===== src/design/utf8_utf16_unit_counter_core_assert.svh =====
// Assertion helpers shared by the counter core.
`ifndef UTF8_UTF16_UNIT_COUNTER_CORE_ASSERT_SVH
`define UTF8_UTF16_UNIT_COUNTER_CORE_ASSERT_SVH

// Same-cycle implication, checked outside reset.
`define U8C_ASSERT_NOW(label, clk, rst_n, ante, cons) \
  label: assert property (@(posedge clk) disable iff (!rst_n) (ante) |-> (cons)) \
    else $error("counter core assertion failed");

// Next-cycle implication, checked outside reset.
`define U8C_ASSERT_NEXT(label, clk, rst_n, ante, cons) \
  label: assert property (@(posedge clk) disable iff (!rst_n) (ante) |=> (cons)) \
    else $error("counter core assertion failed");

`endif


===== src/design/u8u16c_pkg.sv =====
package u8u16c_pkg;

  localparam int COUNT_WIDTH = 32;
  localparam int SUM_W = COUNT_WIDTH + 1;
  localparam int OUT_W = 32;
  localparam int CODE_W = 21;

  typedef logic [COUNT_WIDTH-1:0] count_t;
  typedef logic [OUT_W-1:0] out_count_t;
  typedef logic [CODE_W-1:0] code_t;
  typedef logic [2:0] len_t;
  typedef logic [7:0] byte_t;

  localparam byte_t LINE_FEED = 8'h0A;
  localparam byte_t CONT_MASK = 8'hC0;
  localparam byte_t CONT_TAG = 8'h80;
  localparam byte_t LEAD2_MIN = 8'hC0;
  localparam byte_t LEAD3_MIN = 8'hE0;
  localparam byte_t LEAD4_MIN = 8'hF0;
  localparam byte_t INVALID_MIN = 8'hF8;
  localparam code_t BMP_MAX = 21'h00FFFF;

  localparam len_t SEQ_NONE = 3'd0;
  localparam len_t SEQ_LEN_2 = 3'd2;
  localparam len_t SEQ_LEN_3 = 3'd3;
  localparam len_t SEQ_LEN_4 = 3'd4;

  // The counter never exceeds its maximum, so a carry out means saturation.
  function automatic count_t sat_add(count_t x, len_t n);
    logic [SUM_W-1:0] s;
    s = {1'b0, x} + SUM_W'(n);
    return s[COUNT_WIDTH] ? '1 : s[COUNT_WIDTH-1:0];
  endfunction

endpackage


===== src/design/u8u16c_if.sv =====
interface u8u16c_in_if;
  import u8u16c_pkg::*;
  logic  valid;
  logic  ready;
  byte_t data_byte;
  logic  last_byte;
  modport source(output valid, data_byte, last_byte, input ready);
  modport sink(input valid, data_byte, last_byte, output ready);
endinterface

interface u8u16c_out_if;
  import u8u16c_pkg::*;
  logic       valid;
  logic       ready;
  out_count_t line_index;
  out_count_t column_units;
  out_count_t total_units;
  logic       sequence_pending;
  logic       text_done;
  modport source(output valid, line_index, column_units, total_units, sequence_pending,
                 text_done, input ready);
  modport sink(input valid, line_index, column_units, total_units, sequence_pending,
               text_done, output ready);
endinterface


===== src/design/utf8_utf16_unit_counter_core.sv =====
// A result word is registered: it becomes valid in the cycle after its input byte is accepted.
// Throughput: one byte per cycle; the path is one saturating counter add per cycle.
// A result word that waits for ready holds off the next byte until it is taken.
// Reset (rst_n low, synchronous) clears the sequence state, the counters and
// the result valid; an accepted last byte also returns the sequence state and the counters to reset values.
module utf8_utf16_unit_counter_core (
  input logic clk,
  input logic rst_n,
  u8u16c_in_if.sink in_ch,
  u8u16c_out_if.source out_ch
);
  import u8u16c_pkg::*;

  `include "utf8_utf16_unit_counter_core_assert.svh"

  len_t   exp_r, exp_nxt;
  len_t   rcv_r, rcv_nxt;
  code_t  code_r, code_nxt;
  count_t line_r, line_nxt;
  count_t col_r, col_nxt;
  count_t unit_r, unit_nxt;

  logic       out_valid_r;
  out_count_t line_out_r, col_out_r, unit_out_r;
  logic       pend_out_r, done_out_r;

  logic   accept;
  logic   cont, pend, is_lf, line_inc, col_clear, pend_out;
  byte_t  b;
  code_t  shifted;
  len_t   rcv_inc, n_pre, n_body, n_post, n_add;

  assign in_ch.ready = !out_valid_r || out_ch.ready;
  assign accept = in_ch.valid && in_ch.ready;
  assign b = in_ch.data_byte;

  always_comb begin
    cont = (b & CONT_MASK) == CONT_TAG;
    pend = exp_r != SEQ_NONE;
    is_lf = b == LINE_FEED;
    shifted = {code_r[CODE_W-7:0], b[5:0]};
    rcv_inc = rcv_r + 3'd1;
    exp_nxt = exp_r;
    rcv_nxt = rcv_r;
    code_nxt = code_r;
    n_pre = '0;
    n_body = '0;
    line_inc = 1'b0;
    col_clear = 1'b0;
    if (pend && cont) begin
      if (rcv_inc >= exp_r) begin
        n_body = (exp_r == SEQ_LEN_4 && shifted > BMP_MAX) ? 3'd2 : 3'd1;
        exp_nxt = SEQ_NONE;
        rcv_nxt = '0;
        code_nxt = '0;
      end else begin
        rcv_nxt = rcv_inc;
        code_nxt = shifted;
      end
    end else begin
      // A broken sequence counts one unit per byte, then this byte starts fresh.
      if (pend) n_pre = rcv_r;
      exp_nxt = SEQ_NONE;
      rcv_nxt = '0;
      code_nxt = '0;
      if (is_lf) begin
        n_body = 3'd1;
        line_inc = 1'b1;
        col_clear = 1'b1;
      end else if (b < LEAD2_MIN) begin
        n_body = 3'd1;
      end else if (b < LEAD3_MIN) begin
        exp_nxt = SEQ_LEN_2;
        rcv_nxt = 3'd1;
        code_nxt = {16'b0, b[4:0]};
      end else if (b < LEAD4_MIN) begin
        exp_nxt = SEQ_LEN_3;
        rcv_nxt = 3'd1;
        code_nxt = {17'b0, b[3:0]};
      end else if (b < INVALID_MIN) begin
        exp_nxt = SEQ_LEN_4;
        rcv_nxt = 3'd1;
        code_nxt = {18'b0, b[2:0]};
      end else begin
        n_body = 3'd1;
      end
    end
    n_post = (in_ch.last_byte && exp_nxt != SEQ_NONE) ? rcv_nxt : 3'd0;
    // Saturating adds in sequence equal one saturating add of the sum.
    n_add = n_pre + n_body + n_post;
    unit_nxt = sat_add(unit_r, n_add);
    col_nxt = col_clear ? '0 : sat_add(col_r, n_add);
    line_nxt = sat_add(line_r, {2'b0, line_inc});
    pend_out = (exp_nxt != SEQ_NONE) && !in_ch.last_byte;
  end

  always_ff @(posedge clk) begin
    if (!rst_n) begin
      exp_r <= SEQ_NONE;
      rcv_r <= '0;
      code_r <= '0;
      line_r <= '0;
      col_r <= '0;
      unit_r <= '0;
    end else if (accept) begin
      if (in_ch.last_byte) begin
        exp_r <= SEQ_NONE;
        rcv_r <= '0;
        code_r <= '0;
        line_r <= '0;
        col_r <= '0;
        unit_r <= '0;
      end else begin
        exp_r <= exp_nxt;
        rcv_r <= rcv_nxt;
        code_r <= code_nxt;
        line_r <= line_nxt;
        col_r <= col_nxt;
        unit_r <= unit_nxt;
      end
    end
  end

  always_ff @(posedge clk) begin
    if (!rst_n) begin
      out_valid_r <= 1'b0;
    end else if (accept) begin
      out_valid_r <= 1'b1;
    end else if (out_ch.ready) begin
      out_valid_r <= 1'b0;
    end
  end

  always_ff @(posedge clk) begin
    if (accept) begin
      line_out_r <= OUT_W'(line_nxt);
      col_out_r <= OUT_W'(col_nxt);
      unit_out_r <= OUT_W'(unit_nxt);
      pend_out_r <= pend_out;
      done_out_r <= in_ch.last_byte;
    end
  end

  assign out_ch.valid = out_valid_r;
  assign out_ch.line_index = line_out_r;
  assign out_ch.column_units = col_out_r;
  assign out_ch.total_units = unit_out_r;
  assign out_ch.sequence_pending = pend_out_r;
  assign out_ch.text_done = done_out_r;

  `U8C_ASSERT_NEXT(a_last_clears, clk, rst_n, accept && in_ch.last_byte,
                   exp_r == SEQ_NONE && unit_r == '0 && line_r == '0 && col_r == '0)
  `U8C_ASSERT_NOW(a_done_not_pending, clk, rst_n, out_valid_r && done_out_r, !pend_out_r)
  `U8C_ASSERT_NOW(a_rcv_in_range, clk, rst_n, exp_r != SEQ_NONE,
                  rcv_r != 3'd0 && rcv_r < exp_r)
  `U8C_ASSERT_NEXT(a_lf_clears_col, clk, rst_n, accept && in_ch.data_byte == LINE_FEED,
                   col_r == '0)
  `U8C_ASSERT_NEXT(a_units_grow, clk, rst_n, accept && !in_ch.last_byte,
                   unit_r >= $past(unit_r) && line_r >= $past(line_r))

endmodule

===== src/flat_wrapper.sv =====
// flat-port wrapper written by rule: the top's interface ports become plain ports
module utf8_utf16_unit_counter_core_flat import u8u16c_pkg::*;
  (clk, rst_n, in_ch_valid, in_ch_data_byte, in_ch_last_byte, in_ch_ready, out_ch_valid, out_ch_line_index, out_ch_column_units, out_ch_total_units, out_ch_sequence_pending, out_ch_text_done, out_ch_ready);
  u8u16c_in_if in_ch_i ();
  u8u16c_out_if out_ch_i ();
  input logic clk;
  input logic rst_n;
  input wire logic [$bits(in_ch_i.valid)-1:0] in_ch_valid;
  input wire logic [$bits(in_ch_i.data_byte)-1:0] in_ch_data_byte;
  input wire logic [$bits(in_ch_i.last_byte)-1:0] in_ch_last_byte;
  output wire logic [$bits(in_ch_i.ready)-1:0] in_ch_ready;
  output wire logic [$bits(out_ch_i.valid)-1:0] out_ch_valid;
  output wire logic [$bits(out_ch_i.line_index)-1:0] out_ch_line_index;
  output wire logic [$bits(out_ch_i.column_units)-1:0] out_ch_column_units;
  output wire logic [$bits(out_ch_i.total_units)-1:0] out_ch_total_units;
  output wire logic [$bits(out_ch_i.sequence_pending)-1:0] out_ch_sequence_pending;
  output wire logic [$bits(out_ch_i.text_done)-1:0] out_ch_text_done;
  input wire logic [$bits(out_ch_i.ready)-1:0] out_ch_ready;
  assign in_ch_i.valid = in_ch_valid;
  assign in_ch_i.data_byte = in_ch_data_byte;
  assign in_ch_i.last_byte = in_ch_last_byte;
  assign in_ch_ready = in_ch_i.ready;
  assign out_ch_valid = out_ch_i.valid;
  assign out_ch_line_index = out_ch_i.line_index;
  assign out_ch_column_units = out_ch_i.column_units;
  assign out_ch_total_units = out_ch_i.total_units;
  assign out_ch_sequence_pending = out_ch_i.sequence_pending;
  assign out_ch_text_done = out_ch_i.text_done;
  assign out_ch_i.ready = out_ch_ready;
  utf8_utf16_unit_counter_core u_core (.clk(clk), .rst_n(rst_n), .in_ch(in_ch_i), .out_ch(out_ch_i));
endmodule

===== config.mk =====
export PLATFORM = sky130hd
export DESIGN_NAME = utf8_utf16_unit_counter_core_flat
export DESIGN_NICKNAME = d
export VERILOG_FILES = /design/src/design/u8u16c_pkg.sv /design/src/design/u8u16c_if.sv /design/src/design/utf8_utf16_unit_counter_core.sv /design/src/flat_wrapper.sv
export VERILOG_INCLUDE_DIRS = /design/src /design/src/design
export SDC_FILE = /design/constraint.sdc
export NUM_CORES = 1
export LEC_CHECK = 0
export BUFFER_PORTS_ARGS = -buffer_cell sky130_fd_sc_hd__buf_2
export CORE_ASPECT_RATIO = 0.75
export CORE_MARGIN = 2
export CORE_UTILIZATION = 40
export CTS_CLUSTER_DIAMETER = 120
export CTS_CLUSTER_SIZE = 10
export DETAILED_ROUTE_END_ITERATION = 16
export HOLD_SLACK_MARGIN = 0.08
export PLACE_DENSITY = 0.6
export SLEW_MARGIN = 20
export SYNTH_ARGS = -nofsm -noshare
export SYNTH_HDL_FRONTEND = slang
export SYNTH_SLANG_ARGS = --single-unit

===== constraint.sdc =====
create_clock -name clk -period 13.9 [get_ports clk]
set_input_delay 0.695 -clock clk [delete_from_list [all_inputs] [get_ports clk]]
set_output_delay 0.695 -clock clk [all_outputs]
set_load 0.02 [all_outputs]

# Word level (Yosys, flattened, before mapping)
# Index checks and enable logic that the tools add are counted.
[totals]
ff_bits = 216
inputBits = 13
output_inout_bits = 100
word_cells = 84
[classes]
add_sub_neg = 6
n_lt_le_gt_ge = 6
n_eq_ne = 3
n_mux = 46
reduce_logical = 11
[op_table]
columns = ["cell", "n"]
rows = [
  ["two-way mux 32 bit", 7],
  ["two-way mux 15 bit", 6],
  ["two-way mux 3 bit", 25],
  ["adder 32 x 3 -> 33 bit", 2],
  ["adder 32 x 1 -> 33 bit", 1],
  ["less-than comparator 8 bit, second input constant", 4],
  ["> comparator 21 x 16 -> 1 bit, second input constant", 1],
  ["== test 8 x 4 -> 1 bit, second input constant", 1],
  ["adder 3 bit", 2],
  ["two-way mux 1 bit", 6],
  ["nonzero test 3 bit", 2],
  ["logical AND 1 bit", 5],
  ["two-way mux 4 bit", 1],
  ["adder 3 x 1 -> 3 bit, second input constant", 1],
  ["== test 3 bit, second input constant", 1],
  ["greater-or-equal comparator 3 bit", 1],
  ["== test 2 bit, second input constant", 1],
  ["logical NOT 1 bit", 2],
  ["two-way mux 2 bit", 1],
  ["nonzero test 2 bit", 1],
  ["logical OR 1 bit", 1],
]

# Logic depth before layout (Yosys ltp)
# Gate-level depths: netlist (run 1).
[logic_depth]
depth_word = 15
mapped_depth = 22
depth_no_buf = 20

# Worst setup path after synthesis (run 1)
# No wires, ideal clock.
[synth_timing]
kind = "flip-flop to flip-flop"
startpoint = "register u_core.rcv_r[0]"
endpoint = "register u_core.col_out_r[29], in the netlist u_core.out_ch.column_units[29], data pin"
setup_time_ns = 0.152
t_arrival_ns = 4.856
required_time_ns = 13.748
path_slack_ns = 8.892
stages_incl_launch_ff = 22
n_path_buf = 1
synth_period_minus_slack_ns = 5.008
cell_sequence = "dfxtp_1 -> ha_1 -> nand2b_1 -> nand2_1 -> ha_1 -> nand2_1 -> o21ai_1 -> o32ai_1 -> a211oi_1 -> o21ai_0 -> fa_1 -> inv_1 -> ha_1 -> xor2_1 -> xnor2_1 -> ha_1 -> nand3_1 -> a21oi_1 -> nand4_1 -> clkbuf_1 -> or4_1 -> a31oi_1"
[synth_between]
elab_chain_len = 11
elab_cells_between_ends = 18
cone_classes = "4 x add/sub; 1 x order compare; 11 x mux; 2 x reduce/logical"
[synth_lines]
columns = ["item", "line", "text"]
rows = [
  ["start, declared", "utf8_utf16_unit_counter_core.sv:17", "len_t rcv_r, rcv_nxt;"],
  ["start signal, assigned", "utf8_utf16_unit_counter_core.sv:115", "rcv_r <= rcv_nxt;"],
  ["parallel branches: the longest is 7 deep, another holds adder 3 x 1 -> 3 bit", "n/a", ""],
  ["adder 3 bit (*)", "utf8_utf16_unit_counter_core.sv:90", "n_add = n_pre + n_body + n_post;"],
  ["adder 32 x 3 -> 33 bit (*)", "u8u16c_pkg.sv:31", "s = {1'b0, x} + SUM_W'(n);"],
  ["two-way mux 32 bit (*)", "u8u16c_pkg.sv:32", "return s[COUNT_WIDTH] ? '1 : s[COUNT_WIDTH-1:0];"],
  ["two-way mux 32 bit (*)", "utf8_utf16_unit_counter_core.sv:92", "col_nxt = col_clear ? '0 : sat_add(col_r, n_add);"],
  ["named net u_core.col_nxt[29]", "utf8_utf16_unit_counter_core.sv:20", "count_t col_r, col_nxt;"],
  ["end signal, assigned", "utf8_utf16_unit_counter_core.sv:137", "col_out_r <= OUT_W'(col_nxt);"],
  ["end, declared", "utf8_utf16_unit_counter_core.sv:24", "out_count_t line_out_r, col_out_r, unit_out_r;"],
]
# Mark *: on every way through the listed nets, which the timed path passes.
# A chain may end at the register's enable or synchronous reset.

# Final worst setup path (run 1)
# Ends and elaborated chain as after synthesis.

==> results of run 1 <==
-- synth_stat cells (34+ instances only) --
master	number
a21oi_1	84
clkbuf_1	54
dfxtp_1	116
edfxtp_1	98
inv_1	43
nand2_1	116
nand3_1	44
nand4_1	34
nor2_1	76
nor3_1	36
o21ai_0	68
xnor2_1	41
-- how the worst min path moves through the flow --
stage                             startpoint                            end  slack [ps]
2_1_floorplan  u_core.code_r[0]$_SDFFE_PN0P_  u_core.code_r[0]$_SDFFE_PN0P_         430
3_3_place_gp    u_core.col_r[2]$_SDFFE_PN0P_   u_core.col_r[2]$_SDFFE_PN0P_         440
3_5_place_dp    u_core.col_r[2]$_SDFFE_PN0P_   u_core.col_r[2]$_SDFFE_PN0P_         450
4_1_cts                   in_ch_data_byte[1]  u_core.code_r[1]$_SDFFE_PN0P_         440
5_1_grt                   in_ch_data_byte[1]  u_core.code_r[1]$_SDFFE_PN0P_         470
6_report                  in_ch_data_byte[1]  u_core.code_r[1]$_SDFFE_PN0P_         460
-- layout make-up --
class,count,share of cell area
multi-input cells,823,0.413
flip-flops and latches,214,0.426
inverters,44,0.0136
clock buffers,44,0.0564
clock inverters,1,0.000709
repair buffers,127,0.0545
well taps,351,0.0355
-- registers in the layout (all words and copies together) (netlist names) --
| name | cells |
|---|---|
| u_core.col_r | 32 |
| u_core.line_r | 32 |
| u_core.out_ch.column_units | 32 |
| u_core.out_ch.line_index | 32 |
| u_core.out_ch.total_units | 32 |
| u_core.unit_r | 32 |
| u_core.code_r | 13 |
| u_core.exp_r | 3 |
| u_core.rcv_r | 3 |
| u_core.out_ch.sequence_pending | 1 |
| u_core.out_ch.text_done | 1 |
| u_core.out_ch.valid | 1 |
-- worst max-delay path: cells and delay by family, from the launching register on --
kind / cells / cell delay (ps)
AO/OA/AOI/OAI: 6 / 2530
adder cells (fa/ha/maj): 5 / 1520
AND/OR/NAND/NOR: 6 / 1440
flip-flops: 1 / 410
XOR/XNOR: 2 / 310
buffers and inverters: 1 / 60
-- stage by stage --
stage	total power, W	utilization	hold slack [ps]	setup WS (ps)	cells
final	0.00136	0.461	460	7460	1604
after detailed placement	0.000783	0.435	450	7580	1559
after global placement	0.000782	0.435	445	8020	1559
after global routing	0.00141	0.461	467	6930	1604
after CTS	0.00137	0.461	444	7540	1604
after floorplan	0.000748	-	426	8890	1156
-- where the power goes --
part	internal, W	switching (W)	total, W
combinational	0.0000227	0.0000661	0.0000888
sequential	0.000674	0.00000520	0.000680
clock	0.000336	0.000254	0.000590
-- metal layers --
layer	global-route usage	vias up	part of all wire
met5	0	-	0
met1	0.315	4365	0.51
met4	0.0379	0	0.013
met3	0.0291	26	0.067
li1	-	4488	-
met2	0.284	313	0.41
-- logic make-up after synthesis --
family,after synthesis,synth area share
compound gates,318,0.191
xor+xnor,57,0.0460
fa+ha+maj,17,0.0224
buf+inv,119,0.0441
flops,214,0.485
mux,9,0.00900
simple gates,422,0.202
==> metrics.md, run 1 <==
| Metric | Value |
|---|---|
| Run status | `completed` |
| Diode count | `0` |
| Root Driver | `clkbuf_16` |
| TritonRoute pass-1 iters | `5` |
| Die Width | `194 um` |
| Total number of vias | `9192` |
| Detail Placement HPWL | `19700 um` |
| Largest net degree at the start of global routing | `76` |
| Setup tns final | `0 ps` |
| Main flop type after synthesis | `dfxtp_1` |
| Core Region | `26800 sq um` |
| Post-synth top area share | `0.271` |
| CP startpoint kind | `register` |
| CP required | `14250 ps` |
| Worst Reg-to-Reg Cells | `20` |
| Total Routed Length | `29200 um` |
| Count of final setup violators | `0` |
| Final Wtd Congestion | `0.847` |
| Clk sinks | `214` |
| Cts hold-fix bufs | `0` |
| Crit path to | `u_core.out_ch.column_units[29]$_DFFE_PP_` |
| Area post-placement | `11700 sq um` |
| Top cells by area, synth | `edfxtp_1 (27%), dfxtp_1 (21%), nand2_1 (4.0%)` |
| Share of cells above drive strength 1 | `0.139` |
| CP Cell Sequence | `ha_1 > nand2b_1 > nand2_1 > ha_1 > nand2_1 > o21ai_1 > o32ai_1 > a211oi_1 > o21ai_0 > fa_1 > inv_1 > ha_1 > xor2_1 > xnor2_1 > ha_1 > nand3_1 > a21oi_1 > nand4_1 > or4_1 > a31oi_1` |
| CP dominant cell by count | `ha_1` |
| Num ports | `113` |
| R2r startpoint | `u_core.rcv_r[0]$_SDFFE_PN0P_` |
| Crit path launch | `u_core.rcv_r[0]$_SDFFE_PN0P_` |
| Pwr Density | `110 nW/um^2` |
| Nets | `1265` |
| Worst setup path class | `register to register` |
| Distinct cells, synth | `76` |
| Post-CTS sizing | `0` |
| H-tree Lvls | `1` |
| Initial antenna violation count | `0` |
| Filler cell count | `2597` |
| Final cycle utilization of the critical path | `0.464` |
| Die Ht | `147 um` |
| Post-route cell area | `12400 sq um` |
| Total track usage | `0.199` |
| CTS tree | `yes` |
| Fin Clk Skew | `18.0 ps` |
| Hold/Removal Path Class | `primary input to register` |
| RSZ-0062 raised after global routing | `no` |
| Number of global-route vias before repair | `8146` |
| CP Capture Type | `register` |
| Arrival @ worst endpoint | `6800 ps` |
| Clk pin slew, worst setup/hold paths | `60 ps` |
| Average size of a mapped cell | `9.38 sq um` |
| VDD IR max | `0.0743 mV` |
| Area growth syn-to-layout | `13.9%` |
| Worst-Margin Slew | `993 ps` |
| Minimum clock period | `6440 ps` |
| Overflow after GRT | `0` |
| EDFF count, synth | `98` |
| Hold Crit Depth | `3` |
| Max incr delay on CP | `780 ps` |
| Storage cell area | `5270 sq um` |
| Starting Density | `0.405` |
| PortBufs | `112` |
| Slew margin rel. | `0.332` |
| Residual DRC | `0` |
| Worst-case clock buffer depth | `3` |
| Iter 0 DRT Violations | `993` |
| Ys Warns | `0` |
| Vias per inst | `5.73` |
| Reg-to-Reg End | `u_core.out_ch.column_units[29]$_DFFE_PP_` |
| Mapped Area | `10800 sq um` |
| Synth area leader | `edfxtp_1` |
| Hold Vio Cnt, Final | `0` |
| Synthesis-stage register bit count | `214` |
| Reg2reg setup slack | `7460 ps` |
| Synth Instances | `1156` |
| Cell Rows | `52` |
| Max-cap check violation count | `0` |
| Leak pwr | `4.57 nW` |
| TritonCTS buffer count | `25` |
| Max Fclk | `155 MHz` |
| First-pass GRT wire length | `46000 um` |
| Die ar. | `28500 sq um` |
| Syn Nets | `1186` |
| Post CTS Setup Buffer Count | `0` |
| Worst skew pair latency | `520 ps` |
| Remaining antenna violation count after routing | `0` |
| Multi-input logic area | `5110 sq um` |
| Most frequent cells in the layout | `nand2_1 (116), dfxtp_1 (116), buf_2 (112)` |
| Final Max Slew Viols | `0` |
| Post-synthesis sequential area ratio | `0.485` |
| Drt wl/cell | `18.2 um` |
| Asr flop ratio synth | `0` |
| CP max stage cell | `a211oi_1` |
| Worst Path Max Fanout | `11` |
(Power assumes the default switching activity.)
==> run 2: changes to the inputs <==
clock period = 6.4 ns   (was 13.9 ns; I/O delays follow)
==> metrics.md, run 2 (synthesized netlist as in run 1, its figures left out) <==
| Metric | Value |
|---|---|
| Arrival @ worst endpoint | `5820 ps (-980 ps)` |
| CP startpoint kind | `register` |
| Post CTS Setup Buffer Count | `0 (unchanged)` |
| Overflow after GRT | `0 (unchanged)` |
| Core Region | `26800 sq um (unchanged)` |
| Post-CTS sizing | `0 (unchanged)` |
| Hold Vio Cnt, Final | `0 (unchanged)` |
| Area growth syn-to-layout | `14.7%` |
| Cts hold-fix bufs | `3 (+3)` |
| Max-cap check violation count | `0 (unchanged)` |
| H-tree Lvls | `1 (unchanged)` |
| CP dominant cell by count | `ha_1` |
| Minimum clock period | `5570 ps (-879 ps)` |
| Post-route cell area | `12400 sq um (+0.64%)` |
| Final cycle utilization of the critical path | `0.870 (+0.406)` |
| TritonCTS buffer count | `25 (unchanged)` |
| Total Routed Length | `29100 um (-0.42%)` |
| Fin Clk Skew | `17.5 ps (-0.546 ps)` |
| Count of final setup violators | `0 (unchanged)` |
| Worst Path Max Fanout | `9 (-2)` |
| Run status | `completed` |
| Cell Rows | `52 (unchanged)` |
| Pwr Density | `237 nW/um^2 (+120%)` |
| Detail Placement HPWL | `19600 um (-0.88%)` |
| Most frequent cells in the layout | `nand2_1 (116), dfxtp_1 (116), buf_2 (112)` |
| Diode count | `0 (unchanged)` |
| Die ar. | `28500 sq um (unchanged)` |
| Die Width | `194 um (unchanged)` |
| Clk pin slew, worst setup/hold paths | `60 ps (about the same)` |
| Starting Density | `0.405 (unchanged)` |
| CP Capture Type | `register` |
| Max Fclk | `180 MHz (+16%)` |
| Final hold slack | `137 ps (-323 ps)` |
| Initial antenna violation count | `0 (unchanged)` |
| CTS tree | `yes` |
| Share of cells above drive strength 1 | `0.143 (+0.00376)` |
| Largest net degree at the start of global routing | `95 (+25%)` |
| CP max stage cell | `nor4_1` |
| Total track usage | `0.198 (-0.000319)` |
| First-pass GRT wire length | `46300 um (+0.62%)` |
| Remaining antenna violation count after routing | `0 (unchanged)` |
| Final Wtd Congestion | `0.889 (+5.0%)` |
| Leak pwr | `4.62 nW (+0.95%)` |
| Nets | `1274 (+0.71%)` |
| Worst skew pair latency | `510 ps (about the same)` |
| Residual DRC | `0 (unchanged)` |
| Final Max Slew Viols | `0 (unchanged)` |
| Crit path buffers/inverters | `2 (+1)` |
| Iter 0 DRT Violations | `890 (-10%)` |
| Hold/Removal Path Class | `primary input to register` |
| Clk sinks | `214 (unchanged)` |
| Family with the most delay on the worst path | `compound AO/OA/AOI/OAI gates` |
| Num ports | `113 (unchanged)` |
| Setup tns final | `0 ps (unchanged)` |
| Root Driver | `clkbuf_16` |
| Worst-Margin Slew | `1010 ps (+15.6 ps)` |
| TritonRoute pass-1 iters | `5 (unchanged)` |
| CP required | `6650 ps (-7600 ps)` |
| Slew margin rel. | `0.322 (-0.0105)` |
| Die Ht | `147 um (unchanged)` |
| PortBufs | `112 (unchanged)` |
| RSZ-0062 raised after global routing | `no` |
| Max incr delay on CP | `600 ps (-180 ps)` |
| CP Cell Sequence | `ha_1 > nand2b_1 > nand2_1 > ha_1 > nand2_1 > o21ai_1 > o32ai_1 > a211oi_1 > buf_4 > o21ai_0 > fa_1 > inv_1 > ha_1 > xor2_1 > xnor2_1 > ha_1 > nor2b_1 > o2111ai_1 > nor4_1 > xnor2_1 > a21oi_1` |
| VDD IR max | `0.184 mV (+150%)` |
| Area post-placement | `11700 sq um (+0.39%)` |
| Total number of vias | `9229 (+0.40%)` |
| Drt wl/cell | `18.0 um (-0.98%)` |
| Vias per inst | `5.72 (-0.16%)` |
| Worst-case clock buffer depth | `3 (unchanged)` |
| Number of global-route vias before repair | `8498 (+4.3%)` |
| Worst setup path class | `register to register` |
run 2: cell types whose count changed in the layout (fill, tap and decap cells not counted):
cell           delta
dlygate4sd3_1     +3
buf_4             +5
buf_6             +1
run 2: final cells by class:
type / count / area (sq um)
clock buffer: 44 / 697
clock inverter: 1 / 8.76
fill: 2593 / 14400
inverter: 44 / 168
multi-input combinational: 823 / 5110
sequential: 214 / 5270
tap: 351 / 439
timing repair buffer: 136 / 752
run 2: metal layers:
layer,part of all wire,global-route usage,vias to the layer above,wire [um]
li1,-,-,4501,-
met1,0.51,0.313,4383,14900
met2,0.40,0.275,301,11700
met3,0.060,0.0319,44,1760
met4,0.023,0.0557,0,677
met5,0,0,-,0
run 2: worst min-delay path: stages:
cell and delay (ps):
buf_2 120, a22oi_1 70, nor2_1 90
run 2: power breakdown:
group | total, W | internal [W] | leakage [nW] | switching, W
sequential | 0.00148 | 0.00146 | 1.91 | 0.0000122
combinational | 0.000195 | 0.0000517 | 2.37 | 0.000143
clock | 0.00128 | 0.000731 | 0.335 | 0.000550
total | 0.00295 | 0.00225 | 4.62 | 0.000705
run 2: final timing paths:
| check | from | to | slack [ps] | cells past startpoint |
|---|---|---|---|---|
| worst max register to register | u_core.rcv_r[0]$_SDFFE_PN0P_ | u_core.out_ch.column_units[20]$_DFFE_PP_ | 830 | 21 |
| worst min register to register | u_core.code_r[2]$_SDFFE_PN0P_ | u_core.code_r[2]$_SDFFE_PN0P_ | 460 | 2 |
| worst max-delay path | u_core.rcv_r[0]$_SDFFE_PN0P_ | u_core.out_ch.column_units[20]$_DFFE_PP_ | 830 | 21 |
| worst min-delay path | in_ch_data_byte[5] | u_core.code_r[5]$_SDFFE_PN0P_ | 140 | 3 |
run 2: stage by stage:
step	setup WS [ps]	cells	power (W)	util
3_5_place_dp	979	1565	0.00170	0.436
5_1_grt	436	1613	0.00306	0.464
6_report	834	1613	0.00295	0.464
4_1_cts	957	1613	0.00299	0.464
3_3_place_gp	1100	1565	0.00170	0.436
2_1_floorplan	1390	1156	0.00163	-
==> run 3: changes to the inputs <==
CORE_UTILIZATION = 59   (was 40)
PLACE_DENSITY = 0.82   (was 0.6)
==> metrics.md, run 3 (synthesized netlist as in run 1, its figures left out) <==
| Metric | Value |
|---|---|
| Reg-to-Reg End | `u_core.unit_r[14]$_SDFFE_PN0P_` |
| Starting Density | `0.609 (+0.204)` |
| Final Max Slew Viols | `0 (unchanged)` |
| Internal cell power | `0.00224 W (-0.16%)` |
| CP dominant cell by count | `ha_1` |
| Arrival @ worst endpoint | `6100 ps (+280 ps)` |
| Slew margin rel. | `0.223 (-0.0991)` |
| Max Fclk | `177 MHz (-1.7%)` |
| Switching share of power | `0.233 (-0.00643)` |
| Hold/Removal Path Class | `primary input to register` |
| R2r startpoint | `u_core.rcv_r[0]$_SDFFE_PN0P_` |
| Non-Filler Instances | `1498 (-7.1%)` |
| Residual DRC | `0 (unchanged)` |
| Max incr delay on CP | `730 ps (+130 ps)` |
| Run status | `completed` |
| TritonRoute pass-1 iters | `6 (+1)` |
| Hold Crit Depth | `3 (unchanged)` |
| CTS tree | `yes` |
| Final cycle utilization of the critical path | `0.885 (+0.0151)` |
| Overflow after GRT | `0 (unchanged)` |
| Root Driver | `clkbuf_16` |
| Clk sinks | `214 (unchanged)` |
| Setup tns final | `0 ps (unchanged)` |
| Detail Placement HPWL | `18000 um (-7.7%)` |
| Post-CTS sizing | `0 (unchanged)` |
| CP startpoint kind | `register` |
| Total track usage | `0.278 (+0.0793)` |
| Cell Rows | `42 (-19%)` |
| RSZ-0062 raised after global routing | `no` |
| Minimum clock period | `5660 ps (+96.5 ps)` |
| CP Capture Type | `register` |
| CP Cell Sequence | `ha_1 > nand2b_1 > nand2_1 > ha_1 > nand2_1 > o21ai_1 > o32ai_1 > a211oi_1 > buf_4 > o21ai_0 > fa_1 > inv_1 > ha_1 > xor2_1 > xnor2_1 > ha_1 > nand2b_1 > a21oi_1 > nand4_1 > o21a_1 > o21ai_0` |
| Remaining antenna violation count after routing | `0 (unchanged)` |
| Max-cap check violation count | `0 (unchanged)` |
| Hold Crit Start | `in_ch_data_byte[1]` |
| Clock power share | `0.430 (-0.004)` |
| Iter 0 DRT Violations | `928 (+4.3%)` |
| WHS Endpoint | `u_core.code_r[1]$_SDFFE_PN0P_` |
| Area growth syn-to-layout | `13.0%` |
| Die Ht | `121 um (-17%)` |
| Total number of vias | `9408 (+1.9%)` |
| Nets | `1269 (-0.39%)` |
| Leak pwr | `4.59 nW (-0.55%)` |
| PortBufs | `112 (unchanged)` |
| Number of global-route vias before repair | `8632 (+1.6%)` |
| Num ports | `113 (unchanged)` |
| Final Wtd Congestion | `0.941 (+5.8%)` |
| VDD IR max | `0.185 mV (+0.47%)` |
| Share of cells above drive strength 1 | `0.142 (-0.000911)` |
| First-pass GRT wire length | `43900 um (-5.0%)` |
| Worst skew pair latency | `520 ps (about the same)` |
| Total Routed Length | `27100 um (-6.7%)` |
| Placed cells | `1452 (-7.2%)` |
| NetSw | `0.000680 W (-3.7%)` |
| Hold Vio Cnt, Final | `0 (unchanged)` |
| Fin Clk Skew | `16.2 ps (-1.33 ps)` |
| Worst Path Max Fanout | `13 (+4)` |
| Diode count | `0 (unchanged)` |
| CP max stage cell | `nand4_1` |
| Worst Reg-to-Reg Cells | `21 (unchanged)` |
| Core Region | `17800 sq um (-34%)` |
| Worst-Margin Slew | `1170 ps (+158 ps)` |
| Flop pwr share | `0.505 (+0.005)` |
| Clk pin slew, worst setup/hold paths | `50 ps (about the same)` |
| Count of final setup violators | `0 (unchanged)` |
| Worst-case clock buffer depth | `3 (unchanged)` |
| Most frequent cells in the layout | `nand2_1 (116), dfxtp_1 (116), buf_2 (112)` |
| Vias per inst | `6.28 (+9.8%)` |
| Largest net degree at the start of global routing | `75 (-21%)` |
| Die Width | `161 um (-17%)` |
| Multi-input logic area | `5110 sq um (about the same)` |
| H-tree Lvls | `1 (unchanged)` |
| Die ar. | `19500 sq um (-32%)` |
| Pwr Density | `238 nW/um^2 (+0.45%)` |
| TritonCTS buffer count | `25 (unchanged)` |
| Combinational power share | `0.065 (about the same)` |
| Filler cell count | `1402 (-46%)` |
| Drt wl/cell | `18.1 um (+0.44%)` |
| Worst setup path class | `register to register` |
| Initial antenna violation count | `0 (unchanged)` |
| CP required | `6840 ps (+190 ps)` |
| Reg2reg setup slack | `740 ps (-100 ps)` |
| Storage cell area | `5270 sq um (unchanged)` |
## run 3: cell types whose count changed in the layout (fill, tap and decap cells not counted)
cell           change
clkbuf_1           -1
or3_1              -1
buf_4              -3
buf_6              -1
o21ai_2            +1
or3_2              +1
o21ai_1            -1
dlygate4sd3_1      -1
## run 3: layout make-up
class                   instances  share of cell area
clock buffers                  43              0.0565
repair buffers                131              0.0578
flip-flops and latches        214               0.429
multi-input cells             823               0.417
well taps                     242              0.0247
clock inverters                 1            0.000714
inverters                      44              0.0137
## run 3: worst max-delay path by stage
stage                                      start                                       end  slack [ps]
floorplan           u_core.rcv_r[0]$_SDFFE_PN0P_  u_core.out_ch.column_units[29]$_DFFE_PP_        1390
global placement    u_core.rcv_r[0]$_SDFFE_PN0P_  u_core.out_ch.column_units[31]$_DFFE_PP_        1150
detailed placement  u_core.rcv_r[0]$_SDFFE_PN0P_             u_core.unit_r[2]$_SDFFE_PN0P_         860
CTS                 u_core.rcv_r[0]$_SDFFE_PN0P_            u_core.unit_r[14]$_SDFFE_PN0P_         860
global route        u_core.rcv_r[0]$_SDFFE_PN0P_             u_core.unit_r[1]$_SDFFE_PN0P_         250
finish              u_core.rcv_r[0]$_SDFFE_PN0P_            u_core.unit_r[14]$_SDFFE_PN0P_         740
## run 3: per-stage QoR
stage / worst slack (ps) / hold slack, ps / util / power [W] / cell area, sq um
2_1_floorplan: 1390 / 419 / - / 0.00163 / 10800
3_3_place_gp: 1150 / 446 / 0.648 / 0.00169 / 11500
3_5_place_dp: 864 / 459 / 0.648 / 0.00169 / 11500
4_1_cts: 864 / 102 / 0.688 / 0.00294 / 12300
5_1_grt: 252 / 135 / 0.688 / 0.00301 / 12300
6_report: 738 / 115 / 0.688 / 0.00292 / 12300
## run 3: metal layers
metal | vias to the layer above | wire, um | global-route usage
met4 | 0 | 616 | 0.0850
met3 | 44 | 2220 | 0.0523
met1 | 4457 | 12600 | 0.413
met5 | - | 0 | 0
li1 | 4487 | - | -
met2 | 420 | 11700 | 0.411
## run 3: critical path, delay by kind of cell, from the launching register on
family / cells / cell delay (ps)
AO/OA/AOI/OAI: 7 / 2120
XOR/XNOR: 2 / 310
adder cells (fa/ha/maj): 5 / 1430
buffers and inverters: 2 / 240
flip-flops: 1 / 400
AND/OR/NAND/NOR: 5 / 1090
## run 3: repair_timing
item / CTS / global route
hold endpoints to repair: 2 / 0
setup buffers: 0 / 0
hold buffers: 2 / 0
## run 3: power groups by stage
stage                     clock, W  combinational (W)  sequential, W
final                      0.00126           0.000191        0.00148
after global routing       0.00132           0.000205        0.00148
after CTS                  0.00127           0.000191        0.00148
after detailed placement         0           0.000189        0.00150
after global placement           0           0.000187        0.00150
after floorplan                  0          0.0000751        0.00155
